--- src/rtl/core/prmg_pkg.sv ---
// ----------------------------------------------------------------------------
// prmg_pkg
// Types and constants shared by the PI regulator blocks.
// ----------------------------------------------------------------------------
`timescale 1ns / 1ps

package prmg_pkg;

	localparam int ERROR_WIDTH = 16;
	localparam int GAIN_W      = 16;
	localparam int CFG_IDX_W   = 1;
	localparam int DVD_W       = 50;
	localparam int DIV_ITERS   = DVD_W / 2;
	localparam int DIV_CNT_W   = $clog2(DIV_ITERS);

	localparam logic [GAIN_W-1:0]    MILLI        = GAIN_W'(1000);
	localparam logic [CFG_IDX_W-1:0] REG_PROP_GAIN  = 1'b0;
	localparam logic [CFG_IDX_W-1:0] REG_INTEG_GAIN = 1'b1;

	localparam logic CMD_APPLY  = 1'b0;
	localparam logic CMD_PRESET = 1'b1;

	typedef struct packed {
		logic                          cmd;
		logic signed [ERROR_WIDTH-1:0] error_sample;
		logic signed [31:0]            offset_value;
	} in_item_t;

	typedef struct packed {
		logic signed [31:0] drive;
		logic               saturated;
	} out_item_t;

	typedef struct packed {
		logic load;
		logic mul_a;
		logic mul_b;
		logic add;
		logic div_load;
		logic div_step;
		logic finish;
	} dp_cmd_t;

	typedef struct packed {
		logic is_preset;
	} dp_status_t;

endpackage

--- src/rtl/core/prmg_ctrl.sv ---
// ----------------------------------------------------------------------------
// prmg_ctrl
// Sequencer: multiply, accumulate (apply items only), divide and finish steps per item.
// ----------------------------------------------------------------------------
`timescale 1ns / 1ps

module prmg_ctrl (
	input  logic                clk,
	input  logic                arst_n,
	input  logic                in_valid,
	output logic                in_ready,
	output logic                out_valid,
	input  logic                out_ready,
	input  prmg_pkg::dp_status_t status,
	output prmg_pkg::dp_cmd_t   cmd
);
	import prmg_pkg::*;

	typedef enum logic [6:0] {
		ST_IDLE  = 7'b0000001,
		ST_MUL_A = 7'b0000010,
		ST_MUL_B = 7'b0000100,
		ST_ADD   = 7'b0001000,
		ST_LOAD  = 7'b0010000,
		ST_DIV   = 7'b0100000,
		ST_FIN   = 7'b1000000
	} state_t;

	state_t                 state_q, state_d;
	logic [DIV_CNT_W-1:0]   cnt_q;
	logic                   out_valid_q;
	logic                   fin_go;

	assign in_ready  = (state_q == ST_IDLE);
	assign out_valid = out_valid_q;
	assign fin_go    = (state_q == ST_FIN) &&
		(status.is_preset || !out_valid_q || out_ready);

	always_comb begin
		state_d = state_q;
		cmd     = '0;
		unique case (state_q)
			ST_IDLE: begin
				if (in_valid) begin
					cmd.load = 1'b1;
					state_d  = ST_MUL_A;
				end
			end
			ST_MUL_A: begin
				cmd.mul_a = 1'b1;
				state_d   = ST_MUL_B;
			end
			ST_MUL_B: begin
				cmd.mul_b = 1'b1;
				state_d   = status.is_preset ? ST_LOAD : ST_ADD;
			end
			ST_ADD: begin
				cmd.add = 1'b1;
				state_d = ST_LOAD;
			end
			ST_LOAD: begin
				cmd.div_load = 1'b1;
				state_d      = ST_DIV;
			end
			ST_DIV: begin
				cmd.div_step = 1'b1;
				if (cnt_q == DIV_CNT_W'(DIV_ITERS - 1)) begin
					state_d = ST_FIN;
				end
			end
			ST_FIN: begin
				if (fin_go) begin
					cmd.finish = 1'b1;
					state_d    = ST_IDLE;
				end
			end
			default: begin
				state_d = ST_IDLE;
			end
		endcase
	end

	always_ff @(posedge clk or negedge arst_n) begin
		if (!arst_n) begin
			state_q     <= ST_IDLE;
			cnt_q       <= '0;
			out_valid_q <= 1'b0;
		end else begin
			state_q <= state_d;
			if (cmd.div_load) begin
				cnt_q <= '0;
			end else if (cmd.div_step) begin
				cnt_q <= cnt_q + 1'b1;
			end
			if (fin_go && !status.is_preset) begin
				out_valid_q <= 1'b1;
			end else if (out_ready) begin
				out_valid_q <= 1'b0;
			end
		end
	end

endmodule

--- src/rtl/core/prmg_datapath.sv ---
// ----------------------------------------------------------------------------
// prmg_datapath
// Gain registers, integrator, shared multiplier, radix-4 restoring divider.
// ----------------------------------------------------------------------------
`timescale 1ns / 1ps

module prmg_datapath (
	input  logic                          clk,
	input  logic                          arst_n,
	input  logic                          cfg_we,
	input  logic [prmg_pkg::CFG_IDX_W-1:0] cfg_index,
	input  logic [prmg_pkg::GAIN_W-1:0]    cfg_data,
	input  prmg_pkg::in_item_t            in_data,
	input  prmg_pkg::dp_cmd_t             cmd,
	output prmg_pkg::dp_status_t          status,
	output prmg_pkg::out_item_t           out_data
);
	import prmg_pkg::*;

	localparam int OPA_W  = GAIN_W + 1;
	localparam int ACC_W  = OPA_W + 32;
	localparam logic [DVD_W-1:0] POS_LIM = DVD_W'(64'h7FFF_FFFF);
	localparam logic [DVD_W-1:0] NEG_LIM = DVD_W'(64'h8000_0000);

	function automatic logic [GAIN_W:0] div_bit(input logic [GAIN_W-1:0] rem,
		input logic nb, input logic [GAIN_W-1:0] d);
		logic [GAIN_W:0] t;
		begin
			t = {rem, nb};
			if (t >= {1'b0, d}) begin
				div_bit = {1'b1, GAIN_W'(t - {1'b0, d})};
			end else begin
				div_bit = {1'b0, t[GAIN_W-1:0]};
			end
		end
	endfunction

	logic [GAIN_W-1:0]       kp_q, ki_q;
	logic signed [31:0]      integ_q;
	logic                    cmd_q;
	logic signed [31:0]      err_q;
	logic signed [31:0]      off_q;
	logic signed [ACC_W-1:0] prod_q, acc_q;
	logic                    neg_q;
	logic [DVD_W-1:0]        dvd_q;
	logic [GAIN_W-1:0]       rem_q, dsr_q;
	logic signed [31:0]      drive_q;
	logic                    sat_q;

	logic signed [OPA_W-1:0] opa;
	logic signed [31:0]      opb;
	logic signed [ACC_W-1:0] prod;
	logic [ACC_W-1:0]        mag;
	logic [GAIN_W:0]         s1, s2;
	logic                    q_sat;
	logic signed [31:0]      q_clip;
	logic signed [32:0]      isum;
	logic                    i_sat;
	logic signed [31:0]      i_clip;

	assign status.is_preset = cmd_q;
	assign out_data.drive     = drive_q;
	assign out_data.saturated = sat_q;

	always_comb begin
		if (cmd.mul_b) begin
			opa = $signed({1'b0, ki_q});
			opb = integ_q;
		end else if (cmd_q == CMD_PRESET) begin
			opa = $signed({1'b0, MILLI});
			opb = off_q;
		end else begin
			opa = $signed({1'b0, kp_q});
			opb = err_q;
		end
		prod = opa * opb;
	end

	assign mag = acc_q[ACC_W-1] ? ACC_W'(-acc_q) : ACC_W'(acc_q);
	assign s1  = div_bit(rem_q, dvd_q[DVD_W-1], dsr_q);
	assign s2  = div_bit(s1[GAIN_W-1:0], dvd_q[DVD_W-2], dsr_q);

	always_comb begin
		q_sat  = 1'b0;
		q_clip = neg_q ? -$signed(dvd_q[31:0]) : $signed(dvd_q[31:0]);
		if (!neg_q && (dvd_q > POS_LIM)) begin
			q_sat  = 1'b1;
			q_clip = 32'sh7FFF_FFFF;
		end else if (neg_q && (dvd_q > NEG_LIM)) begin
			q_sat  = 1'b1;
			q_clip = 32'sh8000_0000;
		end
		isum   = {integ_q[31], integ_q} + {err_q[31], err_q};
		i_sat  = isum[32] != isum[31];
		i_clip = i_sat ? (isum[32] ? 32'sh8000_0000 : 32'sh7FFF_FFFF) : isum[31:0];
	end

	always_ff @(posedge clk or negedge arst_n) begin
		if (!arst_n) begin
			kp_q    <= MILLI;
			ki_q    <= MILLI;
			integ_q <= '0;
		end else begin
			if (cfg_we) begin
				unique case (cfg_index)
					REG_PROP_GAIN:  kp_q <= cfg_data;
					REG_INTEG_GAIN: ki_q <= cfg_data;
					default: ;
				endcase
			end
			if (cmd.finish) begin
				if (cmd_q == CMD_PRESET) begin
					integ_q <= (dsr_q == '0) ? '0 : q_clip;
				end else begin
					integ_q <= i_clip;
				end
			end
		end
	end

	always_ff @(posedge clk) begin
		if (cmd.load) begin
			cmd_q <= in_data.cmd;
			err_q <= 32'(in_data.error_sample);
			off_q <= in_data.offset_value;
		end
		if (cmd.mul_a || cmd.mul_b) begin
			prod_q <= prod;
		end
		if (cmd.mul_b) begin
			acc_q <= prod_q;
		end else if (cmd.add) begin
			acc_q <= acc_q + prod_q;
		end
		if (cmd.div_load) begin
			neg_q <= acc_q[ACC_W-1];
			dvd_q <= DVD_W'(mag);
			rem_q <= '0;
			dsr_q <= (cmd_q == CMD_PRESET) ? ki_q : MILLI;
		end else if (cmd.div_step) begin
			rem_q <= s2[GAIN_W-1:0];
			dvd_q <= {dvd_q[DVD_W-3:0], s1[GAIN_W], s2[GAIN_W]};
		end
		if (cmd.finish && (cmd_q == CMD_APPLY)) begin
			drive_q <= q_clip;
			sat_q   <= q_sat | i_sat;
		end
	end

endmodule

--- src/rtl/core/pi_regulator_milli_gain_unit.sv ---
// An apply item gives one result; a preset item gives none. One item at a time:
// the next item is accepted in the cycle after the previous one finishes, and
// the shared restoring divider works through 25 two-bit steps per item.
// Reset clears the integrator and sets both gains to 1000.
// ----------------------------------------------------------------------------
// pi_regulator_milli_gain_unit
// PI regulator with gains in thousandths, saturating drive and integrator.
// ----------------------------------------------------------------------------
`timescale 1ns / 1ps

module pi_regulator_milli_gain_unit (
	input  logic                           clk,
	input  logic                           arst_n,
	input  logic                           cfg_we,
	input  logic [prmg_pkg::CFG_IDX_W-1:0] cfg_index,
	input  logic [prmg_pkg::GAIN_W-1:0]    cfg_data,
	input  logic                           in_valid,
	output logic                           in_ready,
	input  prmg_pkg::in_item_t             in_data,
	output logic                           out_valid,
	input  logic                           out_ready,
	output prmg_pkg::out_item_t            out_data
);
	import prmg_pkg::*;

	dp_cmd_t    cmd;
	dp_status_t status;

	prmg_ctrl u_ctrl (
		.clk       (clk),
		.arst_n    (arst_n),
		.in_valid  (in_valid),
		.in_ready  (in_ready),
		.out_valid (out_valid),
		.out_ready (out_ready),
		.status    (status),
		.cmd       (cmd)
	);

	prmg_datapath u_dp (
		.clk       (clk),
		.arst_n    (arst_n),
		.cfg_we    (cfg_we),
		.cfg_index (cfg_index),
		.cfg_data  (cfg_data),
		.in_data   (in_data),
		.cmd       (cmd),
		.status    (status),
		.out_data  (out_data)
	);

endmodule

--- config.mk ---
export PLATFORM = sky130hd
export DESIGN_NAME = pi_regulator_milli_gain_unit
export DESIGN_NICKNAME = d
export VERILOG_FILES = /design/src/rtl/core/prmg_pkg.sv /design/src/rtl/core/prmg_ctrl.sv /design/src/rtl/core/prmg_datapath.sv /design/src/rtl/core/pi_regulator_milli_gain_unit.sv
export SDC_FILE = /design/constraint.sdc
export NUM_CORES = 2
export LEC_CHECK = 0
export BUFFER_PORTS_ARGS = -buffer_cell sky130_fd_sc_hd__clkbuf_2
export CAP_MARGIN = 10
export CORE_MARGIN = 10
export CORE_UTILIZATION = 42
export CTS_BUF_LIST = sky130_fd_sc_hd__clkbuf_8
export DETAILED_ROUTE_END_ITERATION = 10
export PLACE_DENSITY = 0.65
export SYNTH_ARGS = -nofsm -noshare
export SYNTH_HDL_FRONTEND = slang
export SYNTH_SLANG_ARGS = --single-unit
--- constraint.sdc ---
create_clock -name clk -period 25.7 [get_ports clk]
set_clock_uncertainty 0.1 [all_clocks]
set_input_delay 6.425 -clock clk [delete_from_list [all_inputs] [get_ports clk]]
set_output_delay 6.425 -clock clk [all_outputs]
set_load 0.1 [all_outputs]
Word-level counts from Yosys, hierarchy flattened

Cells that the tools add are included.

Add/sub/neg operators: 7
Reduce and logical (&&, ||, !) cells: 18
Bitwise logic cells: 3
Multiply operators: 1
Equal/unequal tests: 12
Magnitude comparators: 4
Muxes and demuxes: 38

Operators by type and width:

| cell                   | number |
|---|---|
| $mux W32               | 9 |
| $mux W49               | 5 |
| $gt A50 B31 Y1 const B | 1 |
| $gt A50 B32 Y1 const B | 1 |
| $add A49 B49 Y49       | 1 |
| $mul A17 B32 Y49       | 1 |
| $neg A49 Y49           | 1 |
| $pmux W7 S7            | 1 |
| $ge A17 B16 Y1         | 2 |
| $mux W17               | 2 |
| $add A32 B16 Y33       | 1 |
| $mux W16               | 2 |
| $neg A32 Y32           | 1 |
| $sub A16 B16 Y16       | 2 |
| $mux W7                | 3 |
| $logic_not A16 Y1      | 1 |
| $mux W5                | 3 |
| $mux W1                | 13 |
| $eq A7 B1 Y1 const B   | 1 |
| $eq A7 B2 Y1 const B   | 1 |
| $eq A7 B3 Y1 const B   | 1 |
| $eq A7 B4 Y1 const B   | 1 |
| $eq A7 B5 Y1 const B   | 1 |
| $eq A7 B6 Y1 const B   | 1 |
| 14 further kinds       | 27 |

Bits of input ports: 71
Logic and storage cells: 101
Flip-flop bits (word level): 340
Output and inout bits: 35

Depth between registers and ports, before layout

Depth after elaboration: 7
Mapped depth: 33

Cells and area by module

A second synthesis with hierarchy kept.

Cells, all modules: 4314
Area, all modules: 39499.1 µm²

Modules (own cells, without submodules):

| module        | cells an instance | times used | area each (µm²) | seq. area each (µm²) |
|---|---|---|---|---|
| prmg_datapath | 4227              | 1          | 38673.3         | 9344.0 |
| prmg_ctrl     | 87                | 1          | 825.8           | 326.6 |

Least setup slack after synthesis

Ideal clock, no wire load.

Path kind: input to register
Start: in in_valid
End: reg u_dp.err_q[0], enable pin
Arrival: 8.536 ns
Path slack: 16.608 ns
Data required time: 25.144 ns
Stages: 2
Library setup time: 0.456 ns
Path buffers: 0
Path through: inv_1 nor2_1

RTL lines:

| item                 | line                               | text |
|---|---|---|
| start, declared      | pi_regulator_milli_gain_unit.sv:17 | `input logic in_valid,` |
| end signal, assigned | prmg_datapath.sv:124               | `err_q <= 32'(in_data.error_sample);` |
| end, declared        | prmg_datapath.sv:41                | `logic signed [31:0] err_q;` |

Worst setup path in the final report

Start: reg u_ctrl.state_q[4]
End: reg u_dp.prod_q[42], data pin

Word-level cells in the longest chain between the ends: 4
Elaborated cells on any way between the ends: 5

RTL lines:

| item                                        | line                 | text |
|---|---|---|
| start, declared                             | prmg_ctrl.sv:29      | `state_t state_q, state_d;` |
| start signal, assigned                      | prmg_ctrl.sv:89      | `state_q <= state_d;` |
| $eq A7 B3 Y1 (*)                            | prmg_ctrl.sv:42      | `unique case (state_q)` |
| $mux W1 (*)                                 | prmg_ctrl.sv:42      |  |
| $mux W16 / $mux W32 (equally long branches) | prmg_datapath.sv:66  | `if (cmd.mul_b) begin` |
| $mul A17 B32 Y49 (*)                        | prmg_datapath.sv:76  | `prod = opa * opb;` |
| via u_dp.prod[42]                           | prmg_datapath.sv:52  | `logic signed [ACC_W-1:0] prod;` |
| end signal, assigned                        | prmg_datapath.sv:128 | `prod_q <= prod;` |
| end, declared                               | prmg_datapath.sv:43  | `logic signed [ACC_W-1:0] prod_q, acc_q;` |

The timed path passes the listed nets; every way through them passes the cells marked *.
A chain may end at the register's enable or synchronous reset.

==> impl_metrics.ini <==
[place]
routabilityCongestion = 0.942
port-buffer-count = 105
dp_hpwl_um = 91100

[timing]
timing.final.hold_violations = 0
grt_setup_unrepaired = false
fin_crit_sh_pct = 40.8
period_needed_ns = 10.48
maxSlewViolCount = 0
max_freq_mhz = 95.4
maxSlewHeadroom_pct = 22.3
timing.setup.tns_ns = 0
setup_violations = 0
tightest_slew_ns = 1.15

[worst_setup_path]
r2r_end = u_dp.prod_q[42]
path_class = flip-flop to flip-flop
timing.critical_path.depth = 32
slowest_stage = buf_4
critical_path_start_type = flip-flop
critical_path.top_delay_family = adder cells
launch_instance_of_the_worst_register_to_register_path = u_ctrl.state_q[4]
critical_path_peak_fanout = 108
critical_path.startpoint = u_ctrl.state_q[4]
timing.critical_path.arrival_ns = 10.81
r2r_slack_ns = 15.22
worst-endpoint-required_ns = 26.02
timing.reg2reg.worst_path_depth = 32
critical_path.most_common_cell = fa_1
critPathCaptureType = flip-flop
cp_slowest_stage_delay_ns = 0.90
cp.buffers_inverters = 8

[yosys]
yosys_warnings = 0
mean_instance_size_in_the_synthesized_netlist_um2 = 9.09
synth_enable_flop_cells = 246
synth_top_area_cell = fa_1
synth_most_common_cell = inv_1
most_frequently_used_flop_master_after_synthesis = edfxtp_1
synth_seq_area_share_pct = 24.9
synthDominantCellAreaShare_pct = 25.4
netlist_top_cells_area = fa_1 (25%), edfxtp_1 (19%), ha_1 (7.5%)
netlist_area_um2 = 38800
number_of_nets_produced_by_synthesis = 5065
synthesized_flop_and_latch_total = 340
synthCells = 4268
synthDistinctLibCells = 85
postSynth.asyncResetShare_pct = 22.6
synth_top_cells_by_count = inv_1 (660), nand2_1 (581), fa_1 (493)

[die]
die-area_um2 = 105000
floorplan.initialDensity_pct = 42.3
die_y_um = 324
std_cell_rows = 111
die-width_um = 324
top_level_ports = 106
core_area_um2 = 91700

[routing]
drc = 0
post_detailed_route_via_to_cell_ratio = 5.51
route.detailed.wl_per_inst_um = 20.5
met1Wirelength_um = 47900
number_of_vias_in_the_routed_layout = 30766
ant_nets = 0
dr.max_layer_used = met4
met3_wirelength_um = 10500
dr.pass1.iters = 8
drt_iter0_markers = 2640
wl_met2_um = 51000
routed_wl_um = 114000

[grt]
global_route.overflow_total = 0
gr-usage-all-layers_pct = 21.7
initial_antenna_violation_count = 2
grt_pass1_vias = 30273
grt_max_degree = 109
grt_pass1_wl_um = 178000

[clock_tree]
post_cts_repair_timing_setup_buffer_count = 0
cts_tree = yes
postCtsHoldBufs = 0
cts-root-buf = clkbuf_8
insertion_delay_ns = 0.73
cts.repair.resized = 0
cts_buffer_count = 60
cts-root-to-sink-buffers = 3
numClockSinks = 340
clock_pin_slew_worst_setup_and_hold_paths_ns = 0.06
h-tree-depth = 2

[outcome]
run_status = completed

[layout]
syn2layout_area_growth_pct = 8.18
num-nets-final = 5137
ratio_of_cells_with_drive_above_1_in_the_final_layout_pct = 8.43
finalCoreUtilization_pct = 45.8

[worst_hold_path]
hold_path_depth = 2
hold_worst_path_end = u_dp.rem_q[9]
worstHoldStart = u_dp.rem_q[9]
min-delay-path-class = flip-flop to flip-flop

[flow_run]
max-cap-violations = 0
## kinds of logic (layout without fill, tap and decap cells)
family          Yosys count  after routing  share of synthesized area [%]
fa+ha+maj               726            726                           32.9
compound gates          832            832                           13.6
buf+inv                 818            941                           8.02
flops                   340            340                           24.9
xor+xnor                188            188                           4.24
simple gates           1300           1300                           14.5
mux                      64             64                           1.76
other cells               0              2                              0
## state kept, by name, indices dropped and copies added, names as in the netlist
name and count:
u_dp.dvd_q 50, u_dp.acc_q 49, u_dp.prod_q 49, u_dp.drive_q 32, u_dp.integ_q 32, u_dp.off_q 32
u_dp.dsr_q 16, u_dp.err_q 16, u_dp.ki_q 16, u_dp.kp_q 16, u_dp.rem_q 16, u_ctrl.state_q 7
u_ctrl.cnt_q 5, u_ctrl.out_valid 1, u_dp.neg_q 1, u_dp.sat_q 1, u_dp.status 1
## layer usage
layer	vias to the layer above	track usage [%]
met5	-	0
met3	240	3.93
met2	1248	33.6
met1	15111	29.9
li1	14167	-
met4	0	8.49
## worst register-to-register path: cells and delay by family, from the launching register on
| family | cells | cell delay [ns] |
|---|---|---|
| buffers and inverters | 8 | 2.26 |
| AO/OA/AOI/OAI | 8 | 2.01 |
| XOR/XNOR | 1 | 0.10 |
| adder cells (fa/ha/maj) | 7 | 3.46 |
| AND/OR/NAND/NOR | 8 | 1.87 |
| flip-flops | 1 | 0.42 |
## placed cells by master, fill, tap and decap left out, drive strengths merged, types with 15 or more instances in the layout
cell | synthesis | layout
a21o | 73 | 73
a21oi | 229 | 229
a31oi | 46 | 46
and2 | 28 | 28
and3 | 28 | 28
buf | 22 | 62
clkbuf | 134 | 167
clkinv | 1 | 27
dfrtp | 64 | 64
dfxtp | 17 | 17
edfxtp | 246 | 246
fa | 493 | 493
ha | 233 | 233
inv | 661 | 681
mux2 | 35 | 35
mux2i | 29 | 29
nand2 | 581 | 581
nand2b | 45 | 45
nand3 | 39 | 39
nor2 | 413 | 413
nor2b | 27 | 27
nor3 | 43 | 43
nor4 | 19 | 19
o211ai | 15 | 15
o21a | 74 | 74
o21ai | 220 | 220
o21bai | 24 | 24
o22ai | 16 | 16
o31ai | 25 | 25
or2 | 19 | 19
or4 | 15 | 15
xnor2 | 93 | 93
xor2 | 95 | 95
## area by class of cell
type,instances,area [um^2]
well taps,1186,1480
clock buffers,63,867
flip-flops and latches,340,9670
clock inverters,50,363
repair buffers,166,986
fillers,8867,49700
diodes,2,5.00
inverters,662,2480
multi-input cells,3110,26100
## worst max path at each step
| stage | endpoint | slack [ns] |
|---|---|---|
| 3_5_place_dp | u_dp.prod_q[47] | 15.32 |
| 4_1_cts | u_dp.prod_q[47] | 15.28 |
| 6_report | u_dp.prod_q[42] | 15.22 |
| 5_1_grt | u_dp.prod_q[46] | 14.51 |
| 2_1_floorplan | u_dp.err_q[0] | 16.61 |
| 3_3_place_gp | u_dp.prod_q[47] | 15.54 |
## per-stage QoR
| stage | instance area [um^2] | instances | hold slack (ns) | setup WS, ns |
|---|---|---|---|---|
| 6_report | 42000 | 5579 | 0.384 | 15.22 |
| 5_1_grt | 42000 | 5578 | 0.415 | 14.51 |
| 4_1_cts | 42000 | 5577 | 0.390 | 15.28 |
| 3_5_place_dp | 40700 | 5464 | 0.385 | 15.32 |
| 3_3_place_gp | 40700 | 5464 | 0.366 | 15.54 |
| 2_1_floorplan | 38800 | 4268 | 0.324 | 16.61 |
Power is left out: the tool's default activity adds up to more than one toggle a clock period on the data nets, which glitch-free logic cannot reach.
